$ cat src/hw/rtl/obbp_pkg.sv
// ----------------------------------------------------------------------------
// obbp_pkg
// shared constants and types for the best-price order book
// ----------------------------------------------------------------------------
package obbp_pkg;

    localparam int MAX_ORDERS_DEF = 1024;
    localparam int MAX_LEVELS_DEF = 256;
    localparam int PRICE_BITS_DEF = 32;
    localparam int ID_BITS        = 10;
    localparam int TIME_BITS      = 32;
    localparam int SUM_BITS       = 63;
    localparam int COUNT_BITS     = 11;

    typedef enum logic [1:0] {
        ST_OK      = 2'd0,
        ST_UNKNOWN = 2'd1,
        ST_DUP     = 2'd2,
        ST_FULL    = 2'd3
    } status_t;

    // operation broadcast to every level cell
    typedef enum logic [2:0] {
        OP_NONE   = 3'd0,   // hold
        OP_INSERT = 3'd1,   // open a new level for the key
        OP_BUMP   = 3'd2,   // one more order on the matching level
        OP_ERASE  = 3'd3,   // one order fewer on the matching level
        OP_REMOVE = 3'd4    // drop the matching level, shift the rest down
    } op_t;

endpackage

$ cat src/hw/rtl/obbp_cell.sv
// ----------------------------------------------------------------------------
// obbp_cell
// one price level of the sorted chain, ascending from index 0
// ----------------------------------------------------------------------------
module obbp_cell #(
    parameter int PRICE_BITS = obbp_pkg::PRICE_BITS_DEF
) (
    input  logic                            clk,
    input  logic                            rst_n,
    input  obbp_pkg::op_t                   op,
    input  logic [PRICE_BITS-1:0]           key,
    // lower neighbor
    input  logic                            lo_used,
    input  logic                            lo_less,
    input  logic [PRICE_BITS-1:0]           lo_price,
    input  logic [obbp_pkg::COUNT_BITS-1:0] lo_count,
    // upper neighbor
    input  logic [PRICE_BITS-1:0]           hi_price,
    input  logic [obbp_pkg::COUNT_BITS-1:0] hi_count,
    output logic                            used,
    output logic                            less,
    output logic                            match,
    output logic                            gone,
    output logic [PRICE_BITS-1:0]           price,
    output logic [obbp_pkg::COUNT_BITS-1:0] count
);
    localparam int CB = obbp_pkg::COUNT_BITS;

    logic [PRICE_BITS-1:0] price_reg, price_next;
    logic [CB-1:0]         count_reg, count_next;

    // compare against the key
    assign used  = (count_reg != '0);
    assign less  = used && (price_reg < key);
    assign match = used && (price_reg == key);
    assign price = price_reg;
    assign count = count_reg;
    // a matching single-order level disappears on erase
    assign gone  = match && (count_reg == CB'(1));

    // next contents
    always_comb
    begin
        price_next = price_reg;
        count_next = count_reg;
        case (op)
            obbp_pkg::OP_INSERT:
            begin
                // the first cell not below the key takes it, the ones above shift up
                if (!less)
                begin
                    if (lo_less)
                    begin
                        price_next = key;
                        count_next = CB'(1);
                    end
                    else if (lo_used)
                    begin
                        price_next = lo_price;
                        count_next = lo_count;
                    end
                end
            end
            obbp_pkg::OP_BUMP:
            begin
                if (match)
                begin
                    count_next = count_reg + CB'(1);
                end
            end
            obbp_pkg::OP_ERASE:
            begin
                if (match)
                begin
                    count_next = count_reg - CB'(1);
                end
            end
            obbp_pkg::OP_REMOVE:
            begin
                // the removed level and every level above it take the upper neighbor
                if (used && !less)
                begin
                    price_next = hi_price;
                    count_next = hi_count;
                end
            end
            default:
            begin
            end
        endcase
    end

    always_ff @(posedge clk or negedge rst_n)
    begin
        if (!rst_n)
        begin
            count_reg <= '0;
        end
        else
        begin
            count_reg <= count_next;
        end
    end

    always_ff @(posedge clk)
    begin
        price_reg <= price_next;
    end

endmodule

$ cat config.mk
export PLATFORM = sky130hd
export DESIGN_NAME = obbp_cell
export DESIGN_NICKNAME = d
export VERILOG_FILES = /design/src/hw/rtl/obbp_pkg.sv /design/src/hw/rtl/obbp_cell.sv
export SDC_FILE = /design/constraint.sdc
export NUM_CORES = 1
export LEC_CHECK = 0
export BUFFER_PORTS_ARGS = -buffer_cell sky130_fd_sc_hd__buf_2
export CORE_UTILIZATION = 45
export CTS_BUF_LIST = sky130_fd_sc_hd__clkbuf_4 sky130_fd_sc_hd__clkbuf_8 sky130_fd_sc_hd__clkbuf_16
export DETAILED_ROUTE_END_ITERATION = 8
export GPL_ROUTABILITY_DRIVEN = 0
export GPL_TIMING_DRIVEN = 0
export HOLD_SLACK_MARGIN = 0.06
export PLACE_DENSITY = 0.75
export SYNTH_ARGS = -nofsm -noshare
export SYNTH_HDL_FRONTEND = slang
export SYNTH_SLANG_ARGS = --single-unit
export TNS_END_PERCENT = 10
$ cat constraint.sdc
create_clock -name clk -period 10.1 [get_ports clk]
set_clock_uncertainty 0.05 [all_clocks]
set_input_delay 1.01 -clock clk [delete_from_list [all_inputs] [get_ports clk]]
set_output_delay 1.01 -clock clk [all_outputs]
set_load 0.02 [all_outputs]
After elaboration in Yosys (flattened, before gate mapping)
Cells that the tools add are included.

Eq/ne operators: 11. Mux-type cells: 12. Add/subtract/negate cells: 2. $lt $le $gt $ge: 1. Reductions and logical operators: 10.

Operators by type and width (count): 32-bit 2-to-1 mux (4); 11-bit 2-to-1 mux (6); 32-bit one-hot mux with 2 select lines (1); 11-bit one-hot mux with 4 select lines (1); 32-bit == test (1); 32-bit < comparator (1); 11-bit by 1-bit adder with 11-bit output (second input constant) (1); 11-bit by 1-bit == test with 1-bit output (second input constant) (1); 11-bit nonzero test (1); 11-bit by 1-bit subtractor with 11-bit output (second input constant) (1); 2-bit != test (second input constant) (4); 3-bit by 2-bit == test with 1-bit output (second input constant) (2); 6-bit AND reduction (1); 1-bit logical AND (4); 4-bit AND reduction (1); 4-bit nonzero test (1); 3-bit by 1-bit == test with 1-bit output (second input constant) (1); 3-bit == test (second input constant) (1); 3-bit != test (second input constant) (1); 2-bit nonzero test (1); 1-bit zero test (1).

Bits of input ports: 125. Register bits: 43. Word-level logic and storage cells: 38. Output and inout port bits: 47.

Longest topological paths before layout
Gate-level depths: netlist of run 1.

Word-level depth: 6. Depth in mapped cells: 10. Gate-level depth less buffers: 9.

Least setup slack after synthesis of run 1
Ideal clock, no wire load.

Path kind: input port to output port. From: in key[11]. To: out gone. Data required time: 9040 ps. Data arrival time: 3370 ps. Cell stages on the path: 6. Path buffers: 0. Setup slack: 5670 ps. Cell sequence: inv_1 -> ha_1 -> nand4_1 -> or4_4 -> nor3_1 -> nor4bb_1.

Cells in the longest elaborated chain, start to end: 3.

RTL lines: from (decl) (line obbp_cell.sv:11) `input logic [PRICE_BITS-1:0] key,`; 32-bit == test (line obbp_cell.sv:35) `assign match = used && (price_reg == key);`; 1-bit logical AND (line obbp_cell.sv:35); net match (line obbp_cell.sv:22) `output logic match,`; 1-bit logical AND (line obbp_cell.sv:39) `assign gone = match && (count_reg == CB'(1));`; to (decl) (line obbp_cell.sv:23) `output logic gone,`.

The timed path passes the listed nets, and every way through them passes these cells.

Final worst setup path of run 1
From: in key[27]. To: out gone.

Cells in the longest elaborated chain, start to end: 3.

RTL lines (line): 32-bit == test (obbp_cell.sv:35); 1-bit logical AND (obbp_cell.sv:35); 1-bit logical AND (obbp_cell.sv:39).

Every way passes these cells.

==> results.toml, run 1 <==
[outcome]
status = "finished clean"

[setup_path]
cp_top_family = "simple AND/OR/NAND/NOR gates"
worstPathArrival_ns = 3.10
reg2regPathDepth = 7
timing.rr.end = "price[28]$_DFFE_PP_"
required_ns = 9.04
critPathKind = "in2out"
cp-start-kind = "primary input"
crit_path_frequent_cell = "buf_2"
critPathMaxStageDelay_ns = 0.44
cp.buffers_inverters = 3
path_max_fanout = 3
end_kind = "primary output"
crit_slowest_cell = "nor4_1"
r2r_start = "price[14]$_DFFE_PP_"
path_cells = "buf_2 -> inv_1 -> ha_1 -> nand4_1 -> nor4_1 -> nand2_1 -> nor3_1 -> nor4bb_1 -> buf_2"
rrSetupSlack_ns = 6.79

[timing]
tightest_slew_ns = 0.937
hold_violations = 0
fin_crit_sh_pct = 41.2
maxSlewHeadroom_pct = 37.4
rsz0062_at_grt = "false"
fmax_mhz = 240
setup_violations = 0
fin_crit_ns = 4.16
finalSetupTns_ns = 0
slew_violations = 0

[pwr]
p_switching_w = 0.000209
combPwrFrac_pct = 36.4
peakVddDrop_mv = 0.0687
swShare_pct = 35.8
finalPower_w = 0.000583
intPower_w = 0.000374
p_clk_share_pct = 24.0
power.density_mw_per_mm2 = 125
p_seq_share_pct = 39.6
p_leak_nw = 2.25

[synthesis]
synthCells = 405
synth-simple-area-share_pct = 16.3
synth_edf_count = 32
synth_compound_area_share_pct = 19.2
synthTopCellsByArea = "edfxtp_1, ha_1, mux2i_1, dfrtp_1, o21ai_0"
post_synth_num_cell_types = 50
synth_fp_nets = 566
synth_top_family_by_area = "compound AO/OA/AOI/OAI gates"
netlist_area_mm2 = 0.00355
synth_xor_area_share_pct = 0.988
synthMostInstantiatedCell = "nand2_1"
synth_mux_area_share_pct = 9.67
synthTopCellsByCount = "nand2_1, o21ai_0, inv_1"
ys_ff_latch = 43
async_reset_ff_share_pct = 25.6
yosys.area.top_type = "edfxtp_1"
synth_top_area_share_pct = 27.1
synthAdderAreaFrac_pct = 12.7
ys_warn_count = 0
syn_area_per_cell_um2 = 8.76
synth_top_flop_cell = "edfxtp_1"
seq_area_frac_synth_pct = 34.9

[placement]
io_buffers = 170
place_hpwl_um = 8200

[cts]
htree_levels = 2
cts_num_sinks = 43
cts_tree = "yes"
post_cts_resized = 0
cts_hold_buf = 0
path_clk_slew_ns = 0.09
clk_path_buf_depth = 2
root_buffer = "clkbuf_8"
insertion_delay_ns = 0.30
numCtsBuffers = 5
cts_setup_buffers = 0

[layout]
drive_above_1_share_pct = 32.8
n_antenna_cell = 0
largest_register_ffs = 32
area_growth_pct = 31.0
nets = 743

[die]
io_pins = 172
core_area_mm2 = 0.00769
die-area_mm2 = 0.00824
start_util_pct = 46.1
die_w_um = 90.8
die_h_um = 90.8
std_cell_rows = 32

[global_route]
antenna_found_initial = 0
grt_max_degree = 33
first_global_vias = 3557
grt_overflow = 0
grt_usage_pct = 25.1
grt_pass1_wl_um = 16800

[flow_run]
cap_violations = 0

[route]
drt-initial-drc-count = 170
routed_wl_um = 10400
drc = 0
wl_per_cell_um = 15.1
ant_nets = 0
num_vias = 3709
viasPerCell = 5.41
firstDrtPassIters = 5

[hold_path]
hold_path_class = "in2async"
layer usage:
layer  part of all wire [%]  global-route usage (%)  wire (um)  up-vias
met2                     51                    45.1       5280      131
met1                     43                    32.7       4430     1739
met3                    5.4                    3.54        559       10
met5                      0                       0          0        -
met4                   0.93                    3.57         96        0
li1                       -                       -          -     1829
per-stage QoR:
stage | setup WS [ns] | cells | util, % | hold slack (ns) | cell area, um2
final | 5.94 | 685 | 60.4 | 0.530 | 4650
after global routing | 5.72 | 685 | 60.4 | 0.549 | 4650
after CTS | 5.95 | 685 | 60.4 | 0.537 | 4650
after detailed placement | 5.97 | 677 | 59.0 | 0.510 | 4530
after global placement | 4.84 | 677 | 58.9 | 0.494 | 4520
after floorplan | 5.67 | 405 | - | 0.594 | 3550
layout by cell type (no fill, tap or decap), types with 2 or more instances in the layout:
cell and instances:
buf_2 173, nand2_1 49, o21ai_0 43, inv_1 37, ha_1 36, mux2i_1 32
edfxtp_1 32, a21oi_1 20, nor2_1 20, o21ai_1 16, clkbuf_1 13, dfrtp_1 11
nand3_1 8, nand4_1 8, nor3_1 7, nor2b_1 5, nand2b_1 5, a222oi_1 5
clkbuf_8 5, a221oi_1 4, and3_1 4, buf_1 3, a21o_1 3, nor4_1 3
o21a_1 3, a31oi_1 3, xnor2_1 3, nand4b_1 2, o22ai_1 2, a22oi_1 2
mux2_2 2
cell families after synthesis:
logic type | Yosys count
xor gates and xnor gates | 4
AOI/OAI and AO/OA | 112
DFF | 43
buffers and inverters | 57
and+or+nand+nor | 119
adders and majority gates | 36
muxes | 34
area by class of cell:
cell class | instances | area, um2
inverters | 37 | 139
clock buffers | 6 | 76.3
flip-flops and latches | 43 | 1240
well taps | 102 | 128
clock inverters | 2 | 37.5
multi-input cells | 305 | 2090
plain buffers | 20 | 86.3
repair buffers | 170 | 851
fillers | 737 | 3040
worst max-delay path by stage:
| stage | slack [ns] | depth (start not counted) | from | end |
|---|---|---|---|---|
| floorplan | 5.67 | 6 | key[11] | gone |
| finish | 5.94 | 9 | key[27] | gone |
| global placement | 4.84 | 9 | key[14] | price[14]$_DFFE_PP_ |
| detailed placement | 5.97 | 9 | key[27] | gone |
| CTS | 5.95 | 9 | key[27] | gone |
| global route | 5.72 | 9 | key[27] | gone |
power groups by stage:
stage | Sequential, W | Clock (W) | Combinational, W
floorplan | 0.000254 | 0 | 0.000112
global placement | 0.000233 | 0 | 0.000206
detailed placement | 0.000234 | 0 | 0.000212
CTS | 0.000230 | 0.000142 | 0.000213
global route | 0.000233 | 0.000148 | 0.000237
finish | 0.000231 | 0.000140 | 0.000212
Power figures use the tool's default switching activity.
==> inputs of run 2 (changes only) <==
--- a/config.mk
+++ b/config.mk
@@ -5,6 +5,7 @@
 export SDC_FILE = /design/constraint.sdc
 export NUM_CORES = 1
 export LEC_CHECK = 0
+export ABC_AREA = 1
 export BUFFER_PORTS_ARGS = -buffer_cell sky130_fd_sc_hd__buf_2
 export CORE_UTILIZATION = 45
 export CTS_BUF_LIST = sky130_fd_sc_hd__clkbuf_4 sky130_fd_sc_hd__clkbuf_8 sky130_fd_sc_hd__clkbuf_16
==> constraint.sdc (replaced) <==
create_clock -name clk -period 4.2 [get_ports clk]
set_clock_uncertainty 0.05 [all_clocks]
set_input_delay 0.42 -clock clk [delete_from_list [all_inputs] [get_ports clk]]
set_output_delay 0.42 -clock clk [all_outputs]
set_load 0.02 [all_outputs]
==> run 2 against run 1 <==
Against the previous run: worst hold slack worse by 0.11 ns; sequential power up 140%; via count is 13% higher; total power is 140% higher; sequential share of layout area down 0.62 points; die area rose by 3.4%; highest routed layer unchanged; first-iteration DRC count grew 12%.
==> results.toml, run 2 <==
[cts]
clk_path_buf_depth = 2
numCtsBuffers = 5
insertion_delay_ns = 0.30
path_clk_slew_ns = 0.09
post_cts_resized = 0
cts_num_sinks = 43
htree_levels = 2
cts_tree = "yes"
root_buffer = "clkbuf_8"

[timing]
rsz0062_at_grt = "false"
tightest_slew_ns = 0.937
fin_crit_sh_pct = 75.3
fin_crit_ns = 3.16
setup_violations = 0
hold_violations = 0
slew_violations = 0
fmax_mhz = 316
maxSlewHeadroom_pct = 37.4

[synthesis]
synthTopCellsByCount = "nand2_1, inv_1, nor2_1"
seq_area_frac_synth_pct = 33.7
async_reset_ff_share_pct = 25.6
synthCells = 523
yosys.area.top_type = "edfxtp_1"
synthMostInstantiatedCell = "nand2_1"
netlist_area_mm2 = 0.00367
synth_top_area_share_pct = 26.2
ys_ff_latch = 43
synth_edf_count = 32
synthTopCellsByArea = "edfxtp_1, nand2_1, ha_1, dfrtp_1, inv_1"
syn_area_per_cell_um2 = 7.01
post_synth_num_cell_types = 31
synth_fp_nets = 684
synth_top_flop_cell = "edfxtp_1"
ys_warn_count = 0

[setup_path]
reg2regPathDepth = 12
rrSetupSlack_ns = 1.04
end_kind = "flip-flop"
path_cells = "ha_1 -> nand2_1 -> nor2_1 -> nand4_1 -> nor2_2 -> nand2_1 -> nand3_2 -> nand2_1 -> nand2_2 -> buf_2 -> nand2_1 -> nor2_4"
cp.buffers_inverters = 1
path_max_fanout = 32
worstPathArrival_ns = 3.04
crit_slowest_cell = "nor2_4"
crit_path_frequent_cell = "nand2_1"
endpoint = "price[17]$_DFFE_PP_"
cp_top_family = "simple AND/OR/NAND/NOR gates"
critPathMaxStageDelay_ns = 0.73
crit_cells = 12
crit_start = "price[23]$_DFFE_PP_"
critPathKind = "reg2reg"
r2r_start = "price[23]$_DFFE_PP_"
required_ns = 4.07
timing.rr.end = "price[17]$_DFFE_PP_"
cp-start-kind = "flip-flop"

[layout]
drive_above_1_share_pct = 28.9
area_growth_pct = 29.7
mostFrequentLayoutCell = "buf_2"
nets = 862
largest_register_ffs = 32
layout_common_cells = "buf_2, nand2_1, inv_1"
n_antenna_cell = 0
final_util_pct = 60.9

[pwr]
power.density_mw_per_mm2 = 293
p_leak_nw = 2.51
peakVddDrop_mv = 0.178
finalPower_w = 0.00140

[die]
die_w_um = 92.3
core_area_mm2 = 0.00781
std_cell_rows = 32
start_util_pct = 47.0
die-area_mm2 = 0.00852
die_h_um = 92.3
io_pins = 172

[route]
firstDrtPassIters = 4
drt-initial-drc-count = 190
viasPerCell = 5.20
wl_per_cell_um = 13.8
ant_nets = 0
drc = 0
num_vias = 4182
routed_wl_um = 11100

[outcome]
status = "finished clean"

[global_route]
antenna_found_initial = 0
grt_pass1_wl_um = 17800
first_global_vias = 3911
grt_overflow = 0
grt_usage_pct = 26.1
grt_max_degree = 33

[hold_path]
hold_path_class = "in2reg"

[flow_run]
cap_violations = 0

[placement]
place_hpwl_um = 8900
io_buffers = 170
run 2: changes by cell type after synthesis, moves of 5 or more:
cell	previous run	this run
nand2b_1	5	0
nand4_1	8	13
inv_2	0	9
nor2b_1	5	0
inv_1	37	60
o21ai_1	16	3
nand2_1	49	170
mux2i_1	32	0
nand3_1	8	32
nor2_1	21	53
o21ai_0	43	12
a222oi_1	5	0
a31oi_1	3	32
run 2: timing repair:
item                      4_1_cts  5_1_grt
hold endpoints to repair       11        0
hold buffers                    1        0
setup buffers                   0        0
run 2: logic make-up (layout without fill, tap and decap cells):
family                   Yosys count  after routing  synth area share [%]
AND/OR/NAND/NOR                  283            283                  32.8
buffers and inverters             87            266                  9.21
AO/OA/AOI/OAI                     74             74                  12.0
flip-flops                        43             43                  33.7
adder cells (fa/ha/maj)           36             36                  12.3
run 2: worst reg2reg max path, stage by stage, from the launching register on:
cell and delay [ns]:
edfxtp_1 0.41, ha_1 0.31, nand2_1 0.07, nor2_1 0.17, nand4_1 0.16, nor2_2 0.15
nand2_1 0.09, nand3_2 0.07, nand2_1 0.07, nand2_2 0.09, buf_2 0.26, nand2_1 0.14
nor2_4 0.73
run 2: final cells by class:
| type | instances | area, um2 |
|---|---|---|
| clock buffer | 5 | 68.8 |
| inverter | 69 | 259 |
| fill | 770 | 3050 |
| multi-input combinational | 393 | 2100 |
| timing repair buffer | 171 | 861 |
| buffer | 18 | 78.8 |
| tap | 102 | 128 |
| sequential | 43 | 1240 |
| clock inverter | 3 | 23.8 |
run 2: metrics by stage:
stage                     cell area, um2  worst slack (ns)  hold WS [ns]  cells  TNS [ns]
after floorplan                     3670             0.644        0.0744    523         0
after global placement              4650            -0.323         0.266    795    -10.31
after detailed placement            4650             0.897         0.270    795         0
after CTS                           4760              1.02         0.413    804         0
after global routing                4760             0.834         0.426    804         0
final                               4760              1.04         0.416    804         0
run 2: routing by layer:
metal | part of all wire, % | track usage (%) | vias to the layer above | wire length [um]
met4 | 1.6 | 5.86 | 0 | 181
met1 | 44 | 33.8 | 1912 | 4840
met5 | 0 | 0 | - | 0
met2 | 49 | 46.7 | 157 | 5450
met3 | 5.8 | 2.96 | 18 | 643
li1 | - | - | 2095 | -
run 2: how the worst min path moves through the flow:
stage | to | startpoint | depth (start not counted)
2_1_floorplan | count[0]$_DFFE_PN0P_ | rst_n | 0
3_3_place_gp | count[6]$_DFFE_PN0P_ | rst_n | 1
3_5_place_dp | count[5]$_DFFE_PN0P_ | rst_n | 1
4_1_cts | price[21]$_DFFE_PP_ | hi_price[21] | 3
5_1_grt | price[27]$_DFFE_PP_ | hi_price[27] | 3
6_report | count[4]$_DFFE_PN0P_ | lo_count[4] | 5
run 2: power breakdown:
| part | total, W | internal [W] | switching [W] |
|---|---|---|---|
| registers | 0.000563 | 0.000511 | 0.0000515 |
| clock network | 0.000278 | 0.000119 | 0.000159 |
| logic | 0.000554 | 0.000202 | 0.000352 |
| total | 0.00140 | 0.000833 | 0.000562 |
